### src/hdl/afrc_pkg.sv
// Shared package of the ASCII frame reply checker: frame geometry, character
// codes, status and sequencer state types, and the memory request and result
// word structures. No dependencies.
`default_nettype none

package afrc_pkg;

  // Frame geometry
  localparam int FRAME_MAX   = 48;
  localparam int FRAME_MIN   = 18;
  localparam int HEAD_LEN    = 14;
  localparam int PAYLOAD_MAX = 30;

  // Widths derived from the store depth and the payload maximum
  localparam int ADDR_W = $clog2(FRAME_MAX);
  localparam int CNT_W  = $clog2(FRAME_MAX + 1);
  localparam int LEN_W  = $clog2(PAYLOAD_MAX + 1);

  // Character codes
  localparam logic [7:0] CH_CR    = 8'h0d;
  localparam logic [7:0] CH_LF    = 8'h0a;
  localparam logic [7:0] CH_CARET = 8'h5e;
  localparam logic [7:0] CH_ZERO  = 8'h30;
  localparam logic [7:0] CH_NINE  = 8'h39;
  localparam logic [7:0] CH_UC_A  = 8'h41;
  localparam logic [7:0] CH_UC_F  = 8'h46;
  localparam logic [7:0] CH_LC_A  = 8'h61;
  localparam logic [7:0] CH_LC_F  = 8'h66;

  // Configuration register indexes
  localparam logic CFG_EXPECTED_ID   = 1'b0;
  localparam logic CFG_EXPECTED_FUNC = 1'b1;

  typedef enum logic [2:0] {
    STAT_OK            = 3'd0,
    STAT_OVERFLOW      = 3'd1,
    STAT_NO_START      = 3'd2,
    STAT_BAD_CHECKSUM  = 3'd3,
    STAT_ID_MISMATCH   = 3'd4,
    STAT_FUNC_MISMATCH = 3'd5,
    STAT_BAD_LENGTH    = 3'd6
  } status_t;

  typedef enum logic [2:0] {
    S_IDLE,
    S_SCAN,
    S_PASS,
    S_JUDGE,
    S_EMIT_RD,
    S_EMIT_DATA,
    S_STATUS
  } state_t;

  // Request to the frame store
  typedef struct packed {
    logic              wr_en;
    logic [ADDR_W-1:0] wr_addr;
    logic [7:0]        wr_data;
    logic              rd_en;
    logic [ADDR_W-1:0] rd_addr;
  } ram_req_t;

  // One result word
  typedef struct packed {
    logic       is_status;
    logic [7:0] payload_byte;
    status_t    status;
    logic       last;
  } res_t;

  function automatic logic is_digit(input logic [7:0] c);
    return c inside {[CH_ZERO:CH_NINE]};
  endfunction

  function automatic logic hex_ok(input logic [7:0] c);
    return c inside {[CH_ZERO:CH_NINE], [CH_UC_A:CH_UC_F], [CH_LC_A:CH_LC_F]};
  endfunction

  // Digits map through the low nibble; letters of either case add nine to it.
  function automatic logic [3:0] hex_val(input logic [7:0] c);
    return is_digit(c) ? c[3:0] : c[3:0] + 4'd9;
  endfunction

endpackage

`default_nettype wire

### src/hdl/afrc_seq.sv
// Sequencer of the reply checker: stores incoming bytes, scans the store for
// the start mark, runs the check pass and emits the payload and status.
// Uses afrc_pkg.
`default_nettype none

module afrc_seq (
  input  wire logic                 clk,
  input  wire logic                 rst_n,
  input  wire logic                 in_valid,
  output logic                      in_stall,
  input  wire logic [7:0]           in_rx_byte,
  input  wire logic [23:0]          exp_id,
  input  wire logic [15:0]          exp_func,
  output afrc_pkg::ram_req_t        ram_req,
  input  wire logic [7:0]           ram_rd_data,
  input  wire logic                 ld_free,
  output logic                      ld_valid,
  output afrc_pkg::res_t            ld_word
);

  localparam int CW = afrc_pkg::CNT_W;
  localparam int AW = afrc_pkg::ADDR_W;
  localparam int LW = afrc_pkg::LEN_W;

  afrc_pkg::state_t  state_r, state_nxt;
  afrc_pkg::status_t stat_r, stat_nxt;
  logic [CW-1:0]     cnt_r, cnt_nxt;
  logic              ovf_r, ovf_nxt;
  logic              prev_cr_r, prev_cr_nxt;
  logic [CW-1:0]     idx_r, idx_nxt;
  logic              pend_r, pend_nxt;
  logic [AW-1:0]     s_r, s_nxt;
  logic [CW-1:0]     flen_r, flen_nxt;
  logic [7:0]        sum_r, sum_nxt;
  logic              id_ok_r, id_ok_nxt;
  logic              f0_eq_r, f0_eq_nxt;
  logic              f1_eq_r, f1_eq_nxt;
  logic              f1_zero_r, f1_zero_nxt;
  logic [7:0]        l0_r, l0_nxt;
  logic [7:0]        l1_r, l1_nxt;
  logic [7:0]        h1_r, h1_nxt;
  logic [7:0]        h2_r, h2_nxt;
  logic [LW-1:0]     len_r, len_nxt;

  logic              in_fire;
  logic              closing;
  logic              store_full;
  logic [CW-1:0]     cnt_inc;
  logic [CW-1:0]     doff;
  logic [CW-1:0]     scan_s;
  logic [CW-1:0]     scan_flen;
  logic [6:0]        len_dec;
  logic              len_ok;
  logic [7:0]        chk_val;
  logic              chk_ok;
  logic              func_ok;

  assign in_stall = (state_r != afrc_pkg::S_IDLE);
  assign in_fire  = in_valid && !in_stall;
  assign closing  = prev_cr_r && (in_rx_byte == afrc_pkg::CH_LF);
  assign store_full = (cnt_r == CW'(afrc_pkg::FRAME_MAX));
  assign cnt_inc  = cnt_r + CW'(1);

  // Offset of the byte now on the read port, and candidate start during a scan
  assign doff      = idx_r - CW'(1);
  assign scan_s    = idx_r - CW'(1);
  assign scan_flen = cnt_r - scan_s;

  // Length field decode and the judgement of the collected fields
  assign len_dec = ({3'd0, l0_r[3:0]} << 3) + ({3'd0, l0_r[3:0]} << 1) + {3'd0, l1_r[3:0]};
  assign len_ok  = afrc_pkg::is_digit(l0_r) && afrc_pkg::is_digit(l1_r) &&
                   ({1'b0, len_dec} + 8'(afrc_pkg::FRAME_MIN) == 8'(flen_r)) &&
                   (len_dec <= 7'(afrc_pkg::PAYLOAD_MAX));
  assign chk_val = {afrc_pkg::hex_val(h1_r), afrc_pkg::hex_val(h2_r)};
  assign chk_ok  = afrc_pkg::hex_ok(h1_r) && afrc_pkg::hex_ok(h2_r) && (chk_val == sum_r);
  assign func_ok = f0_eq_r && (f1_eq_r || f1_zero_r);

  // Next state and datapath updates
  always_comb begin
    state_nxt   = state_r;
    stat_nxt    = stat_r;
    cnt_nxt     = cnt_r;
    ovf_nxt     = ovf_r;
    prev_cr_nxt = prev_cr_r;
    idx_nxt     = idx_r;
    pend_nxt    = pend_r;
    s_nxt       = s_r;
    flen_nxt    = flen_r;
    sum_nxt     = sum_r;
    id_ok_nxt   = id_ok_r;
    f0_eq_nxt   = f0_eq_r;
    f1_eq_nxt   = f1_eq_r;
    f1_zero_nxt = f1_zero_r;
    l0_nxt      = l0_r;
    l1_nxt      = l1_r;
    h1_nxt      = h1_r;
    h2_nxt      = h2_r;
    len_nxt     = len_r;
    case (state_r)
      afrc_pkg::S_IDLE: begin
        if (in_fire) begin
          prev_cr_nxt = (in_rx_byte == afrc_pkg::CH_CR);
          if (store_full) begin
            ovf_nxt = 1'b1;
          end else begin
            cnt_nxt = cnt_inc;
          end
          if (closing) begin
            if (ovf_r || store_full) begin
              cnt_nxt   = '0;
              ovf_nxt   = 1'b0;
              stat_nxt  = afrc_pkg::STAT_OVERFLOW;
              state_nxt = afrc_pkg::S_STATUS;
            end else if (cnt_inc >= CW'(afrc_pkg::FRAME_MIN)) begin
              idx_nxt   = '0;
              pend_nxt  = 1'b0;
              state_nxt = afrc_pkg::S_SCAN;
            end
          end
        end
      end
      afrc_pkg::S_SCAN: begin
        if (pend_r && ram_rd_data == afrc_pkg::CH_CARET) begin
          // Start mark found: the chunk is consumed whatever the outcome.
          s_nxt    = scan_s[AW-1:0];
          flen_nxt = scan_flen;
          cnt_nxt  = '0;
          if (scan_flen < CW'(afrc_pkg::FRAME_MIN)) begin
            stat_nxt  = afrc_pkg::STAT_BAD_LENGTH;
            state_nxt = afrc_pkg::S_STATUS;
          end else begin
            idx_nxt   = CW'(1);
            pend_nxt  = 1'b0;
            sum_nxt   = '0;
            id_ok_nxt = 1'b1;
            state_nxt = afrc_pkg::S_PASS;
          end
        end else if (pend_r && idx_r == cnt_r) begin
          stat_nxt  = afrc_pkg::STAT_NO_START;
          state_nxt = afrc_pkg::S_STATUS;
        end else begin
          idx_nxt  = idx_r + CW'(1);
          pend_nxt = 1'b1;
        end
      end
      afrc_pkg::S_PASS: begin
        // One byte a cycle from the id through the second checksum character
        if (pend_r) begin
          if (doff == CW'(1)) begin
            id_ok_nxt = id_ok_r && (ram_rd_data == exp_id[23:16]);
          end
          if (doff == CW'(2)) begin
            id_ok_nxt = id_ok_r && (ram_rd_data == exp_id[15:8]);
          end
          if (doff == CW'(3)) begin
            id_ok_nxt = id_ok_r && (ram_rd_data == exp_id[7:0]);
          end
          if (doff == CW'(6)) begin
            f0_eq_nxt = (ram_rd_data == exp_func[15:8]);
          end
          if (doff == CW'(7)) begin
            f1_eq_nxt   = (ram_rd_data == exp_func[7:0]);
            f1_zero_nxt = (ram_rd_data == afrc_pkg::CH_ZERO);
          end
          if (doff == CW'(12)) begin
            l0_nxt = ram_rd_data;
          end
          if (doff == CW'(13)) begin
            l1_nxt = ram_rd_data;
          end
          if (doff <= flen_r - CW'(5)) begin
            sum_nxt = sum_r + ram_rd_data;
          end
          if (doff == flen_r - CW'(4)) begin
            h1_nxt = ram_rd_data;
          end
          if (doff == flen_r - CW'(3)) begin
            h2_nxt    = ram_rd_data;
            state_nxt = afrc_pkg::S_JUDGE;
          end else begin
            idx_nxt = idx_r + CW'(1);
          end
        end else begin
          idx_nxt  = idx_r + CW'(1);
          pend_nxt = 1'b1;
        end
      end
      afrc_pkg::S_JUDGE: begin
        // Checks in order: length, checksum, id, function
        if (!len_ok) begin
          stat_nxt  = afrc_pkg::STAT_BAD_LENGTH;
          state_nxt = afrc_pkg::S_STATUS;
        end else if (!chk_ok) begin
          stat_nxt  = afrc_pkg::STAT_BAD_CHECKSUM;
          state_nxt = afrc_pkg::S_STATUS;
        end else if (!id_ok_r) begin
          stat_nxt  = afrc_pkg::STAT_ID_MISMATCH;
          state_nxt = afrc_pkg::S_STATUS;
        end else if (!func_ok) begin
          stat_nxt  = afrc_pkg::STAT_FUNC_MISMATCH;
          state_nxt = afrc_pkg::S_STATUS;
        end else begin
          stat_nxt = afrc_pkg::STAT_OK;
          len_nxt  = len_dec[LW-1:0];
          idx_nxt  = '0;
          if (len_dec == 7'd0) begin
            state_nxt = afrc_pkg::S_STATUS;
          end else begin
            state_nxt = afrc_pkg::S_EMIT_RD;
          end
        end
      end
      afrc_pkg::S_EMIT_RD: begin
        state_nxt = afrc_pkg::S_EMIT_DATA;
      end
      afrc_pkg::S_EMIT_DATA: begin
        if (ld_free) begin
          if (idx_r == CW'(len_r) - CW'(1)) begin
            state_nxt = afrc_pkg::S_STATUS;
          end else begin
            idx_nxt   = idx_r + CW'(1);
            state_nxt = afrc_pkg::S_EMIT_RD;
          end
        end
      end
      afrc_pkg::S_STATUS: begin
        if (ld_free) begin
          state_nxt = afrc_pkg::S_IDLE;
        end
      end
      default: begin
        state_nxt = afrc_pkg::S_IDLE;
      end
    endcase
  end

  // Memory requests and result words
  always_comb begin
    ram_req.wr_en   = 1'b0;
    ram_req.wr_addr = cnt_r[AW-1:0];
    ram_req.wr_data = in_rx_byte;
    ram_req.rd_en   = 1'b0;
    ram_req.rd_addr = idx_r[AW-1:0];
    ld_valid        = 1'b0;
    ld_word.is_status    = 1'b0;
    ld_word.payload_byte = ram_rd_data;
    ld_word.status       = afrc_pkg::STAT_OK;
    ld_word.last         = 1'b0;
    case (state_r)
      afrc_pkg::S_IDLE: begin
        ram_req.wr_en = in_fire && !store_full;
      end
      afrc_pkg::S_SCAN: begin
        ram_req.rd_en = (idx_r < cnt_r);
      end
      afrc_pkg::S_PASS: begin
        ram_req.rd_en   = (idx_r <= flen_r - CW'(3));
        ram_req.rd_addr = s_r + idx_r[AW-1:0];
      end
      afrc_pkg::S_EMIT_RD: begin
        ram_req.rd_en   = 1'b1;
        ram_req.rd_addr = s_r + AW'(afrc_pkg::HEAD_LEN) + idx_r[AW-1:0];
      end
      afrc_pkg::S_EMIT_DATA: begin
        ld_valid = 1'b1;
      end
      afrc_pkg::S_STATUS: begin
        ld_valid             = 1'b1;
        ld_word.is_status    = 1'b1;
        ld_word.payload_byte = '0;
        ld_word.status       = stat_r;
        ld_word.last         = 1'b1;
      end
      default: begin
        ld_valid = 1'b0;
      end
    endcase
  end

  // Control registers
  always_ff @(posedge clk) begin
    if (!rst_n) begin
      state_r   <= afrc_pkg::S_IDLE;
      cnt_r     <= '0;
      ovf_r     <= 1'b0;
      prev_cr_r <= 1'b0;
      idx_r     <= '0;
      pend_r    <= 1'b0;
    end else begin
      state_r   <= state_nxt;
      cnt_r     <= cnt_nxt;
      ovf_r     <= ovf_nxt;
      prev_cr_r <= prev_cr_nxt;
      idx_r     <= idx_nxt;
      pend_r    <= pend_nxt;
    end
  end

  // Datapath registers, no reset needed
  always_ff @(posedge clk) begin
    stat_r    <= stat_nxt;
    s_r       <= s_nxt;
    flen_r    <= flen_nxt;
    sum_r     <= sum_nxt;
    id_ok_r   <= id_ok_nxt;
    f0_eq_r   <= f0_eq_nxt;
    f1_eq_r   <= f1_eq_nxt;
    f1_zero_r <= f1_zero_nxt;
    l0_r      <= l0_nxt;
    l1_r      <= l1_nxt;
    h1_r      <= h1_nxt;
    h2_r      <= h2_nxt;
    len_r     <= len_nxt;
  end

endmodule

`default_nettype wire

### config.mk
export PLATFORM = sky130hd
export DESIGN_NAME = afrc_seq
export DESIGN_NICKNAME = d
export VERILOG_FILES = /design/src/hdl/afrc_pkg.sv /design/src/hdl/afrc_seq.sv
export SDC_FILE = /design/constraint.sdc
export NUM_CORES = 1
export LEC_CHECK = 0
export BUFFER_PORTS_ARGS = -buffer_cell sky130_fd_sc_hd__buf_2
export CORE_MARGIN = 8
export CORE_UTILIZATION = 59
export DETAILED_ROUTE_END_ITERATION = 7
export PLACE_DENSITY = 0.81
export RECOVER_POWER = 100
export SKIP_LAST_GASP = 1
export SLEW_MARGIN = 10
export SYNTH_ARGS = -nofsm -noshare
export SYNTH_HDL_FRONTEND = slang
export SYNTH_SLANG_ARGS = --single-unit
### constraint.sdc
create_clock -name clk -period 4.5 [get_ports clk]
set_clock_uncertainty 0.2 [all_clocks]
set_input_delay 0.675 -clock clk [delete_from_list [all_inputs] [get_ports clk]]
set_output_delay 0.675 -clock clk [all_outputs]
set_load 0.02 [all_outputs]
==> impl_metrics.csv <==
group,metric,value,unit
status,status,"finished, final reports clean",
power,irDropWorstVdd,0.000216,V
grt,track_usage,24.3,%
cells_and_area,nNetsFinal,1008,
power,leakage,3.21,nW
cts,cts_tree,"built",
min_path,min_to,"prev_cr_r$_SDFFE_PN0P_",
cells_and_area,final_common_cell,"nor2_1",
worst_setup_path,r2r_slack,0.34,ns
timing,maxSlewViolCount,0,
cts,cts_buffers,9,
route,dr_total_vias,6302,
timing,hold_viol_final,0,
cells_and_area,drive_above_1_share,10.4,%
synth,ys_seq_elements,82,
timing,period_needed,4.19,ns
worst_setup_path,end_kind,"output port",
synth,syn_area,0.00719,sq mm
min_path,worstHoldPathCells,2,
grt,grt_pass1_wl,31100,um
worst_setup_path,cp-start-kind,"flip-flop",
timing,setup_tns,0,ns
floorplanning,chipHeight,126,um
cts,cts_buffer_depth,2,
worst_setup_path,crit_path_start,"idx_r[2]$_SDFFE_PN0P_",
grt,grt-ovfl-total,0,
route,drt_iter0_drc,682,
placement,place_hpwl,14500,um
cts,clock-sinks,82,
synth,synthArstFlopShare,0,%
grt,grt_busiest_layer,"met2",
grt,grt_pass1_vias,6096,
route,viasPerCell,6.16,
floorplanning,fp.dieW,126,um
route,drc,0,
cts,postCtsSetupRepairBufs,0,
worst_setup_path,crit_required,3.62,ns
worst_setup_path,worstReg2RegEnd,"idx_r[0]$_SDFFE_PN0P_",
timing,max_freq,239,MHz
timing,relSlewSlack,41.9,%
placement,place_area,0.00773,sq mm
route,ant_nets,0,
synth,syn-num-nets,931,
cells_and_area,final_cell_mix,"72 x nor2_1, 71 x ha_1, 68 x inv_1",
grt,gr-usage-met2,39.1,%
grt,grt_util_met1,31.4,%
cts,cts.clk_slew.worst_paths,0.07,ns
worst_setup_path,r2r_cells,13,
cts,holdBufCountCts,0,
power,p_per_area,218,mW/mm^2
worst_setup_path,r2r-start,"l0_r[0]$_DFFE_PP_",
synth,syn_avg_cell_area,9.05,sq um
cells_and_area,design_area,0.00795,sq mm
floorplanning,num_rows,40,
worst_setup_path,arrival,3.32,ns
cts,htree_levels,3,
cts,post_cts_resized,0,
route,first_pass_iters,5,
timing,rsz0062_at_grt,"false",
cts,worstSkewPairLatency,0.35,ns
synth,ys_warn_count,0,
cells_and_area,syn2layout_area_growth,10.7,%
cells_and_area,fin_cells,1023,
grt,grt_max_degree,24,
grt,antenna_found_initial,0,
floorplanning,initial_core_util,60.1,%
floorplanning,die_area,0.0160,sq mm
placement,port_buffers,96,
route,wl,19400,um
placement,gp_congestion,0.909,
timing,worstMarginPinSlew,0.871,ns
worst_setup_path,worstPathMaxFanout,14,
grt,use_met3,4.69,%
timing,finalCritPeriodShare,93.1,%
worst_setup_path,crit_type,"flip-flop to output port",
synth,synth_edf_count,64,
route,post_drt_wl_per_cell,19.0,um
cts,cts-root-buf,"clkbuf_16",
floorplanning,core,0.0120,sq mm
job,cap_violations,0,
timing,setup-violations-final,0,
synth,syn_inst,794,
placement,placedCellCount,1007,
synth,synth_cell_types,73,
synth,ys_seq_area_share,31.7,%
synth,ys.flop_type,"edfxtp_1",
cells_and_area,antenna_cells,0,
min_path,min_from,"prev_cr_r$_SDFFE_PN0P_",
min_path,hold_path.class,"flip-flop to flip-flop",
floorplanning,io_pins,97,
==> registers in the layout (all words and copies together), names as in the netlist <==
register	cells
sum_r	8
prev_cr_r	1
stat_r	3
ovf_r	1
pend_r	1
flen_r	6
state_r	3
f1_zero_r	1
h1_r	8
l1_r	8
id_ok_r	1
cnt_r	6
len_r	5
f1_eq_r	1
h2_r	8
f0_eq_r	1
s_r	6
l0_r	8
idx_r	6
==> area by class of cell <==
class	count	area (sq um)
Clock buffer	10	229
Clock inverter	6	75.1
Inverter	69	259
Tap cell	147	184
Multi-Input combinational cell	602	4440
Fill cell	974	4010
Sequential cell	82	2280
Timing Repair Buffer	107	488
==> per-layer routing <==
metal / routed length (um) / up-vias
met2: 9000 / 313
met1: 8330 / 2948
li1: - / 2992
met5: 0 / -
met4: 552 / 0
met3: 1520 / 49
==> cells by family after synthesis <==
logic type	count (synthesis)	synth area share, %
simple gates	244	18.2
compound gates	185	17.4
buf+inv	110	6.46
xor+xnor	84	10.4
flops	82	31.7
fa+ha+maj	77	14.0
mux	12	1.74
==> metrics by stage <==
| stage | hold slack (ns) | total power [mW] | utilization, % | setup slack (ns) |
|---|---|---|---|---|
| finish | 0.307 | 1.74 | 66.5 | 0.309 |
| global route | 0.335 | 1.78 | 66.5 | 0.0687 |
| CTS | 0.299 | 1.74 | 67.2 | 0.382 |
| floorplan | 0.248 | 0.927 | - | 0.617 |
| global placement | 0.275 | 0.984 | 64.6 | 0.476 |
| detailed placement | 0.281 | 0.986 | 64.6 | 0.398 |
==> cells in the mapped netlist (4+ instances only) <==
cell type	instances	area [sq um]
a211oi_1	5	37.5
a21boi_0	7	52.6
a21o_1	10	75.1
a21oi_1	39	195
a22oi_1	7	52.6
a31oi_1	13	81.3
and2_1	14	87.6
and3_1	6	37.5
and4_1	4	35.0
buf_4	9	67.6
clkbuf_1	26	97.6
dfxtp_1	18	360
edfxtp_1	64	1920
fa_1	6	120
ha_1	71	888
inv_1	68	255
mux2_2	4	45.0
mux2i_1	8	80.1
nand2_1	41	154
nand2b_1	11	68.8
nand3_1	11	55.1
nand3b_1	9	67.6
nand4_1	14	87.6
nor2_1	72	270
nor2b_1	12	75.1
nor3_1	15	75.1
nor3b_1	5	37.5
nor4_1	4	25.0
o211ai_1	4	30.0
o21a_1	4	30.0
o21ai_0	37	185
o21ai_1	6	30.0
o21bai_1	12	90.1
o221ai_1	4	35.0
o22ai_1	5	31.3
o311ai_0	5	43.8
o31ai_1	6	45.0
or3_1	4	25.0
or4_1	5	37.5
xnor2_1	59	517
xor2_1	24	210
==> critical path: stages, from the launching register on <==
cell and delay [ns]:
dfxtp_1 0.73, inv_1 0.22, ha_1 0.37, inv_1 0.10, fa_1 0.47, a21o_1 0.19, a21oi_1 0.17, xnor2_1 0.09
a22oi_1 0.21, xnor2_1 0.16, clkbuf_1 0.25
==> how the worst max path moves through the flow <==
stage	end	slack [ns]	cells after the start
2_1_floorplan	idx_r[0]$_SDFFE_PN0P_	0.62	14
3_3_place_gp	idx_r[0]$_SDFFE_PN0P_	0.48	13
3_5_place_dp	idx_r[0]$_SDFFE_PN0P_	0.40	13
4_1_cts	ram_req[5]	0.38	10
5_1_grt	idx_r[1]$_SDFFE_PN0P_	0.07	13
6_report	ram_req[5]	0.31	10
==> power breakdown <==
group | total (mW) | internal, mW | switching [mW]
sequential | 0.819 | 0.813 | 0.00587
clock | 0.769 | 0.438 | 0.331
combinational | 0.151 | 0.0629 | 0.0876
total | 1.74 | 1.31 | 0.424
(Power assumes the default switching activity.)
